`config.mk`:
```
export PLATFORM = sky130hd
export DESIGN_NAME = quoted_literal_escape_decoder
export DESIGN_NICKNAME = d
export VERILOG_FILES = /design/src/qled_pkg.sv /design/src/qled_step.sv /design/src/quoted_literal_escape_decoder.sv
export SDC_FILE = /design/constraint.sdc
export NUM_CORES = 1
export LEC_CHECK = 0
export BUFFER_PORTS_ARGS = -buffer_cell sky130_fd_sc_hd__buf_4
export CORE_MARGIN = 5
export CORE_UTILIZATION = 30
export CTS_BUF_LIST = sky130_fd_sc_hd__clkbuf_16
export DETAILED_ROUTE_END_ITERATION = 6
export HOLD_SLACK_MARGIN = 0.03
export PLACE_DENSITY = 0.49
export SETUP_SLACK_MARGIN = 0.3
export SLEW_MARGIN = 20
export SYNTH_ARGS = -nofsm -noshare
export SYNTH_HDL_FRONTEND = slang
export SYNTH_SLANG_ARGS = --single-unit
```
`constraint.sdc`:
```
create_clock -name clk -period 2.43 [get_ports clk]
set_input_delay 0 -clock clk [delete_from_list [all_inputs] [get_ports clk]]
set_output_delay 0 -clock clk [all_outputs]
set_load 0.01 [all_outputs]
```
`src/qled_pkg.sv`:
```
// Package: types, character codes and hex helpers of the escape decoder.
package qled_pkg;

  // Decoder mode, one-hot.
  typedef enum logic [5:0] {
    MODE_IDLE = 6'b000001,
    MODE_BODY = 6'b000010,
    MODE_ESC  = 6'b000100,
    MODE_HEXH = 6'b001000,
    MODE_HEXL = 6'b010000,
    MODE_HALT = 6'b100000
  } mode_t;

  typedef enum logic [2:0] {
    ERR_NONE    = 3'd0,
    ERR_BAD_ESC = 3'd1,
    ERR_HEX_NUL = 3'd2,
    ERR_NOT_HEX = 3'd3,
    ERR_EMPTY   = 3'd4,
    ERR_MULTI   = 3'd5
  } err_t;

  localparam logic [7:0] CH_NUL    = 8'h00;
  localparam logic [7:0] CH_TAB    = 8'h09;
  localparam logic [7:0] CH_LF     = 8'h0A;
  localparam logic [7:0] CH_CR     = 8'h0D;
  localparam logic [7:0] CH_DQUOTE = 8'h22;
  localparam logic [7:0] CH_SQUOTE = 8'h27;
  localparam logic [7:0] CH_ZERO   = 8'h30;
  localparam logic [7:0] CH_NINE   = 8'h39;
  localparam logic [7:0] CH_UA     = 8'h41;
  localparam logic [7:0] CH_UF     = 8'h46;
  localparam logic [7:0] CH_BSLASH = 8'h5C;
  localparam logic [7:0] CH_LA     = 8'h61;
  localparam logic [7:0] CH_LF_HEX = 8'h66;
  localparam logic [7:0] CH_N      = 8'h6E;
  localparam logic [7:0] CH_R      = 8'h72;
  localparam logic [7:0] CH_T      = 8'h74;
  localparam logic [7:0] CH_X      = 8'h78;

  localparam logic [1:0] COUNT_MAX = 2'd2;

  typedef struct packed {
    mode_t      mode;
    logic [7:0] quote_char;
    logic [7:0] hex_high_char;
    logic [1:0] decoded_count;
  } state_t;

  typedef struct packed {
    logic [7:0] byte_out;
    logic       byte_valid;
    logic       done_res;
    err_t       error_code;
  } result_t;

  function automatic logic hex_ok(input logic [7:0] c);
    return (c >= CH_ZERO && c <= CH_NINE) || (c >= CH_LA && c <= CH_LF_HEX) ||
           (c >= CH_UA && c <= CH_UF);
  endfunction

  // Digits carry their value in the low nibble; letters a-f/A-F sit at 1..6.
  function automatic logic [3:0] hex_val(input logic [7:0] c);
    logic [3:0] v;
    v = 4'd0;
    if (c >= CH_ZERO && c <= CH_NINE) begin
      v = c[3:0];
    end else if ((c >= CH_LA && c <= CH_LF_HEX) || (c >= CH_UA && c <= CH_UF)) begin
      v = c[3:0] + 4'd9;
    end
    return v;
  endfunction

endpackage

```
`src/qled_step.sv`:
```
// Combinational decode step: next decoder state and result for one byte.
module qled_step (
  input  logic [7:0]       char_in,
  input  logic             start_req,
  input  qled_pkg::state_t cur,
  output qled_pkg::state_t nxt,
  output qled_pkg::result_t res
);
  import qled_pkg::*;

  logic [1:0] cnt_inc;

  assign cnt_inc = (cur.decoded_count == COUNT_MAX) ? cur.decoded_count
                                                    : cur.decoded_count + 2'd1;

  always_comb begin
    nxt            = cur;
    res.byte_out   = 8'd0;
    res.byte_valid = 1'b0;
    res.done_res   = 1'b0;
    res.error_code = ERR_NONE;
    if (start_req) begin
      nxt.mode          = MODE_BODY;
      nxt.quote_char    = char_in;
      nxt.hex_high_char = 8'd0;
      nxt.decoded_count = 2'd0;
    end else begin
      unique case (cur.mode)
        MODE_BODY: begin
          if (char_in == cur.quote_char) begin
            if (cur.quote_char == CH_SQUOTE && cur.decoded_count != 2'd1) begin
              res.error_code = (cur.decoded_count == 2'd0) ? ERR_EMPTY : ERR_MULTI;
              nxt.mode       = MODE_HALT;
            end else begin
              res.done_res = 1'b1;
              nxt.mode     = MODE_IDLE;
            end
          end else if (char_in == CH_BSLASH) begin
            nxt.mode = MODE_ESC;
          end else begin
            res.byte_out      = char_in;
            res.byte_valid    = 1'b1;
            nxt.decoded_count = cnt_inc;
          end
        end
        MODE_ESC: begin
          nxt.mode          = MODE_BODY;
          res.byte_valid    = 1'b1;
          nxt.decoded_count = cnt_inc;
          case (char_in)
            CH_BSLASH: res.byte_out = CH_BSLASH;
            CH_SQUOTE: res.byte_out = CH_SQUOTE;
            CH_DQUOTE: res.byte_out = CH_DQUOTE;
            CH_N:      res.byte_out = CH_LF;
            CH_R:      res.byte_out = CH_CR;
            CH_T:      res.byte_out = CH_TAB;
            CH_ZERO:   res.byte_out = CH_NUL;
            CH_X: begin
              res.byte_valid    = 1'b0;
              nxt.decoded_count = cur.decoded_count;
              nxt.mode          = MODE_HEXH;
            end
            default: begin
              res.byte_valid    = 1'b0;
              nxt.decoded_count = cur.decoded_count;
              res.error_code    = ERR_BAD_ESC;
              nxt.mode          = MODE_HALT;
            end
          endcase
        end
        MODE_HEXH: begin
          if (char_in == CH_NUL) begin
            res.error_code = ERR_HEX_NUL;
            nxt.mode       = MODE_HALT;
          end else begin
            nxt.hex_high_char = char_in;
            nxt.mode          = MODE_HEXL;
          end
        end
        MODE_HEXL: begin
          if (char_in == CH_NUL) begin
            res.error_code = ERR_HEX_NUL;
            nxt.mode       = MODE_HALT;
          end else if (hex_ok(cur.hex_high_char) && hex_ok(char_in)) begin
            res.byte_out      = {hex_val(cur.hex_high_char), hex_val(char_in)};
            res.byte_valid    = 1'b1;
            nxt.decoded_count = cnt_inc;
            nxt.mode          = MODE_BODY;
          end else begin
            res.error_code = ERR_NOT_HEX;
            nxt.mode       = MODE_HALT;
          end
        end
        MODE_HALT: nxt.mode = MODE_HALT;
        default:   nxt.mode = MODE_IDLE;
      endcase
    end
  end

endmodule

```
`src/quoted_literal_escape_decoder.sv`:
```
// Top level: stream wrapper, decoder state and result register of the escape decoder.
//
// Usage: feed the raw bytes of a quoted literal on the slave stream, one byte
// per request, with tuser high on the opening quote byte. Every input request
// yields exactly one output request: a decoded byte (tuser bit 0), a
// completion flag for a clean closing quote (tuser bit 1) or an error code
// (tuser bits 4:2); all zero when the byte only advanced the decoder.
// An error halts decoding until the next opening quote.
// Flow: an accepted request waits in the input register and moves into the
// result register when that register is empty or being drained; its result
// is offered from the result register.
// Throughput: one byte per cycle while m_axis_tready stays high; the decode step
// is a single pass of compare-and-select logic between the input and result
// registers, and the decoder state updates in the same cycle the byte moves on.
// Reset (rst, synchronous): both stages empty, decoder idle, quote and hex
// registers cleared; bytes before the first opening quote produce empty results.
// Stall: when m_axis_tready is low the result is held; the input register
// still takes one more request, then s_axis_tready drops until the output moves.
module quoted_literal_escape_decoder (
  input  logic        clk,
  input  logic        rst,
  input  logic        s_axis_tvalid,
  output logic        s_axis_tready,
  input  logic [7:0]  s_axis_tdata,   // [7:0] char_in
  input  logic        s_axis_tuser,   // [0] start_req
  output logic        m_axis_tvalid,
  input  logic        m_axis_tready,
  output logic [7:0]  m_axis_tdata,   // [7:0] byte_out
  output logic [4:0]  m_axis_tuser    // [0] byte_valid, [1] done_res, [4:2] error_code
);
  import qled_pkg::*;

  // Input stage
  logic       in_valid;
  logic [7:0] in_char;
  logic       in_start;

  // Decoder state and result stage
  state_t  dec_state;
  state_t  dec_state_next;
  result_t res_next;
  result_t out_res;
  logic    out_valid;

  logic out_open;
  logic advance;

  // The result register can take a new result when empty or being drained.
  assign out_open      = !out_valid || m_axis_tready;
  assign advance       = in_valid && out_open;
  assign s_axis_tready = !in_valid || advance;

  always_ff @(posedge clk) begin
    if (rst) begin
      in_valid <= 1'b0;
    end else if (s_axis_tready) begin
      in_valid <= s_axis_tvalid;
    end
  end

  // Capture payload only on an accepted request.
  always_ff @(posedge clk) begin
    if (s_axis_tready && s_axis_tvalid) begin
      in_char  <= s_axis_tdata;
      in_start <= s_axis_tuser;
    end
  end

  qled_step u_step (
    .char_in   (in_char),
    .start_req (in_start),
    .cur       (dec_state),
    .nxt       (dec_state_next),
    .res       (res_next)
  );

  // Advance the decoder only when its byte moves into the result register.
  always_ff @(posedge clk) begin
    if (rst) begin
      dec_state.mode          <= MODE_IDLE;
      dec_state.quote_char    <= 8'd0;
      dec_state.hex_high_char <= 8'd0;
      dec_state.decoded_count <= 2'd0;
    end else if (advance) begin
      dec_state <= dec_state_next;
    end
  end

  always_ff @(posedge clk) begin
    if (rst) begin
      out_valid <= 1'b0;
    end else if (out_open) begin
      out_valid <= in_valid;
    end
  end

  always_ff @(posedge clk) begin
    if (advance) begin
      out_res <= res_next;
    end
  end

  assign m_axis_tvalid = out_valid;
  assign m_axis_tdata  = out_res.byte_out;
  assign m_axis_tuser  = {out_res.error_code, out_res.done_res, out_res.byte_valid};

endmodule

```
# Word-level counts from Yosys, hierarchy flattened
# Index checks and enable logic that the tools add are counted.
# op_classes
n_lt_le_gt_ge	12
n_bitwise	2
n_eq_ne	24
n_addsub	3
mux	39
n_reduce_logical	31
# ops
cell	count
two-way mux 6 bit	7
case mux 7 bit (6 select lines)	1
equality test 8 x 7 -> 1 bit, second input constant	5
two-way mux 9 bit	4
equality test 8 x 6 -> 1 bit, second input constant	4
>= comparator 8 x 7 -> 1 bit, second input constant	4
<= comparator 8 x 7 -> 1 bit, second input constant	4
case mux 6 bit (5 select lines)	1
case mux 9 bit (3 select lines)	1
>= comparator 8 x 6 -> 1 bit, second input constant	2
<= comparator 8 x 6 -> 1 bit, second input constant	2
two-way mux 2 bit	8
two-way mux 4 bit	4
two-way mux 8 bit	2
!= test 3 bit, second input constant	4
case mux 3 bit (4 select lines)	1
case mux 6 bit (2 select lines)	1
logical AND 1 bit	10
two-way mux 10 bit	1
two-way mux 3 bit	3
adder 4 bit, second input constant	2
equality test 8 bit	1
zero test 8 bit	1
logical OR 1 bit	8
other kinds (24)	30
# totals
regBits	48
word_cells	123
out_inout_bits	15

# Longest topological paths before layout
# depth
word_depth	9
depth_mapped	9
depth_no_buf	8

# Modules after synthesis
# Synthesis repeated with hierarchy kept, for this count alone.
# unflattened
cells_unflattened	333
area_unflattened_um2	3176.8
# by_module_without_submodules
module	n_inst	cells_per_inst	area_each_um2
quoted_literal_escape_decoder	1	136	1834.3
qled_step	1	197	1342.5

# Least setup slack after synthesis
# No wires, ideal clock.
# synth_path
path_type	reg-to-reg
from	reg in_char[0]
to	reg out_res, in the netlist m_axis_tdata[3] (data pin)
t_arrival_ns	2.084
setup_time_ns	0.152
path_stages_with_launch	10
path_buffers	1
slack_ns	0.194
cell_sequence	edfxtp_1 -> clkbuf_1 -> inv_1 -> ha_1 -> o21bai_1 -> a2111oi_4 -> nor2_2 -> nor3_4 -> nand3b_1 -> a31oi_1
# synth_between
elab_chain_len	8
# synth_lines
item	line_no	rtl
from (decl)	quoted_literal_escape_decoder.sv:35	logic [7:0] in_char;
from (signal assigned)	quoted_literal_escape_decoder.sv:64	in_char <= s_axis_tdata;
>= comparator 8 x 7 -> 1 bit, or another cell as far along	qled_pkg.sv:58, qled_pkg.sv:68	
logical AND 1 bit, on equally long branches	-	
logical OR 1 bit, on equally long branches	qled_pkg.sv:68, qled_pkg.sv:58	
two-way mux 4 bit or logical OR 1 bit (tied branches)	qled_pkg.sv:68, qled_pkg.sv:58	
two-way mux 4 bit or logical AND 1 bit (tied branches)	qled_pkg.sv:66, qled_step.sv:84	
two-way mux 9 bit	qled_step.sv:84	end else if (hex_ok(cur.hex_high_char) && hex_ok(char_in)) begin
two-way mux 9 bit	qled_step.sv:81	if (char_in == CH_NUL) begin
case mux 9 bit (3 select lines) (*)	qled_step.sv:28	unique case (cur.mode)
to (signal assigned)	quoted_literal_escape_decoder.sv:99	out_res <= res_next;
to (decl)	quoted_literal_escape_decoder.sv:42	result_t out_res;
# Every way passes the cells marked *; elsewhere a longest branch is shown, timed or not.
# A chain may end at the register's enable or synchronous reset.

# Final worst setup path
# layout_path
from	reg dec_state[2] (netlist bit)
to	reg dec_state[23] (netlist bit)
# layout_between
elab_chain_len	9
# layout_lines
item	line_no	rtl
from (decl)	quoted_literal_escape_decoder.sv:39	state_t dec_state;
from (signal assigned)	quoted_literal_escape_decoder.sv:85	dec_state <= dec_state_next;
>= comparator 8 x 6 -> 1 bit, or another cell as far along	qled_pkg.sv:58	return (c >= CH_ZERO && c <= CH_NINE) || (c >= CH_LA && c <= CH_LF_HEX) ||
logical AND 1 bit	qled_pkg.sv:58	
logical OR 1 bit	qled_pkg.sv:58	
logical OR 1 bit (*)	qled_pkg.sv:58	
logical AND 1 bit (*)	qled_step.sv:84	
two-way mux 6 bit (*)	qled_step.sv:84	
two-way mux 6 bit (*)	qled_step.sv:81	
case mux 6 bit (5 select lines) (*)	qled_step.sv:28	
two-way mux 6 bit (*)	qled_step.sv:22	if (start_req) begin
# Marks and branches as above.

==> results.md <==
* First-pass GRT wire length at around 13000 µm
* Hold Crit Endpoint: dec_state[22]$_SDFFE_PP0P_
* Core ar. at ~9300 µm²
* Hold Crit Start: rst
* CTS Root Cell: clkbuf_16
* GRT busiest layer: met2
* Crit path max-delay family: compound AO/OA/AOI/OAI gates
* Max incr delay on CP at 0.37 ns
* # nets final at 404
* Leading area contributor after synthesis: edfxtp_1
* Synth area leaders: edfxtp_1, dfxtp_1, ha_1, nand2_1, nor2_1
* DP HPWL at 5360 µm
* Max-Cap Viols at 0
* Antenna violations before repair at 0
* # diodes at 0
* Reg-to-reg setup timing slack at 0.30 ns
* Top-area cell type share of the netlist area at 23.1%
* Syn avg cell area at 9.51 µm²
* Ys flop type: dfxtp_1
* Buf+Inv Stages, Crit Path at 3
* Yosys reg bits at 48
* RSZ-0062 raised after global routing: true
* Met3 Usage GRT at slightly above 3%
* Wire per inst at 15.3 µm
* Die Area at 11600 µm²
* Synth Net Count at 325
* Max IR drop VDD at 0.275 mV
* Io pins at 28
* Footprint of the multi-input gates at 1740 µm²
* Fillcell total at ~900
* Layout overhead on the synthesized area at 40.0%
* CP Capture Type: flop
* Worst Hold Class: primary input to flop
* Post-synthesis sequential area ratio at 41.2%
* Largest net degree at the start of global routing at 30
* Via/cell ratio at 5.09
* R2R cell count at 10
* Placed Cells at approximately 460
* Post-synth EDFFs at 22
* Total iterations of the first detailed-routing run at 5
* Final Max Slew Viols at 0
* Status: completed
* Fraction of layout cells with a size suffix above 1 at 34.9%
* Final Cell Area at 4010 µm²
* Die Y at 108 µm
* Final non-filler cell total at 510
* Post-Syn Area at 2860 µm²
* Fmax at roughly 470 MHz
* Crit path cell chain: inv_2, ha_4, o21bai_4, a2111oi_4, buf_4, a31oi_4, buf_4, o21a_1, nor4b_2, o21ai_0
* Slowest CP cell: dfxtp_4
* Post-synthesis cell count at 301
* Buffers on Ports at 27
* Worst Max-Slew Pin Slew at around 0.8 ns
* Crit path max fanout at 5
* Most frequent CP cell: buf_4
* GR Util met1 at 17.2%
* Final ANT Viol Nets at 0
* Syn. warnings at 0
* Setup violators final at 0
* GP Congestion at between 0.8 and 0.9
* Clock Sinks at 48
* Crit path required time at 2.60 ns
* DR iter-0 viols at 184
* WP data arrival at between 2 and 2.5 ns
* Skew final at 0.00623 ns
* Asr flop ratio synth at 0%
* H-tree depth at 2
* Leakage at 1.41 nW
* PwrDens at 482 nW/µm²
* Post-place setup slack at between 0.1 and 0.15 ns
* Slew margin rel. at 48.2%
* Placed cell area at 3290 µm²
* Final Worst Setup Slack at 0.299 ns
* Final Hold Vio Count at 0
* R2R Path End: dec_state[23]$_SDFFE_PP0P_
* Die X at 108 µm
* Clk Latency, worst-skew pair at between 0.2 and 0.3 ns
* Row cnt at 35
* Unique masters post-synth at 59
* Post-route minimum period at 2.13 ns
* Initial Utilization at 30.8%
* GRT met2 Usage at between 20 and 25%
* TNS Setup at 0 ns
* RR Startpoint: dec_state[2]$_SDFFE_PP0P_
* Crit share post-route at around 88%
* Startpoint Class: flop
* Vias in the first global route at around 2500
* DRC violations left at 0
* Routed vias at 2598
* Synth cell count leaders: nand2_1, nor2_1, dfxtp_1
* CTS Buffer Depth at 2
* CTS Buf Count at 5
* Register area at ~1200 µm²
* Clk slew on worst S/H paths at 0.07 ns
* Remaining Overflow, GRT at 0
* WS Path Type: flop to flop
* Cells on Worst Hold Path at 2
* DRT Wirelength at 7800 µm
* CTS tree: yes
* Tot GR Track Use at 13.5%
[per-layer routing]
layer	vias to the layer above	routed length, µm
li1	1270	-
met1	1209	3400
met2	101	3670
met3	18	508
met4	0	209
met5	-	0
[power breakdown]
| part | leakage [nW] | switching (mW) | total (mW) | internal, mW |
|---|---|---|---|---|
| sequential | 0.420 | 0.0304 | 0.901 | 0.871 |
| clock | 0.0841 | 0.301 | 0.785 | 0.484 |
| combinational | 0.910 | 0.120 | 0.247 | 0.127 |
[cell usage in the layout (no fill, tap or decap), drive strengths merged, types with 4 or more instances in the layout]
cell	count
buf	78
nor2	29
nand2	27
dfxtp	26
edfxtp	22
a21oi	15
o21ai	13
nand3	12
inv	12
nor3	12
xnor2	11
nand3b	11
dlygate4sd3	11
a22oi	11
ha	11
clkbuf	5
a31oi	5
nand2b	5
mux2i	4
o21a	4
[worst max-delay path by stage]
stage                                    startpoint                            end  slack, ns  depth (start not counted)
after floorplan                in_char[0]$_DFFE_PP_     dec_state[23]$_SDFFE_PP0P_       0.32                          9
after global routing      dec_state[2]$_SDFFE_PP0P_  m_axis_tdata[3]$_SDFFCE_PP0P_       0.16                          9
after detailed placement  dec_state[3]$_SDFFE_PP0P_  m_axis_tdata[6]$_SDFFCE_PP0P_       0.10                          7
after CTS                      in_char[1]$_DFFE_PP_  m_axis_tdata[3]$_SDFFCE_PP0P_       0.29                          9
final                     dec_state[2]$_SDFFE_PP0P_     dec_state[23]$_SDFFE_PP0P_       0.30                         10
after global placement    dec_state[3]$_SDFFE_PP0P_  m_axis_tdata[6]$_SDFFCE_PP0P_       0.14                          7
[flip-flops by register name, indices dropped and copies added (netlist names)]
register,cells
m_axis_tuser,5
m_axis_tvalid,1
m_axis_tdata,8
dec_state,24
in_char,8
in_valid,1
in_start,1
[through the flow]
step           power, mW  hold WS [ns]  util, %
6_report            1.93        0.0722     43.2
5_1_grt             2.02        0.0956     43.2
4_1_cts             1.94        0.0736     40.7
3_5_place_dp        1.10         0.179     35.4
3_3_place_gp        1.11         0.178     35.4
2_1_floorplan       1.03        0.0989        -
[layout make-up]
cell class	count	area share (%)
tap	129	4.03
inverter	12	1.28
clock buffer	5	3.12
multi-input combinational	224	43.4
sequential	48	29.7
clock inverter	3	1.03
timing repair buffer	89	17.5
[cell families after synthesis]
family                     count (synthesis)  synth area share (%)
DFF                                       48                  41.2
adders and majority gates                 11                  4.81
muxes                                      6                  2.18
buffers and inverters                     30                  4.46
and+or+nand+nor                          124                  24.1
AOI/OAI and AO/OA                         69                  19.2
xor gates and xnor gates                  13                  3.98
[repair_timing]
action	CTS	global route
pin swaps	9	21
setup endpoints to repair	15	20
hold buffers	11	0
resized for setup	20	26
gates cloned	0	1
setup buffers	17	15
endpoints found under the hold margin	11	0
Power figures use the tool's default switching activity.
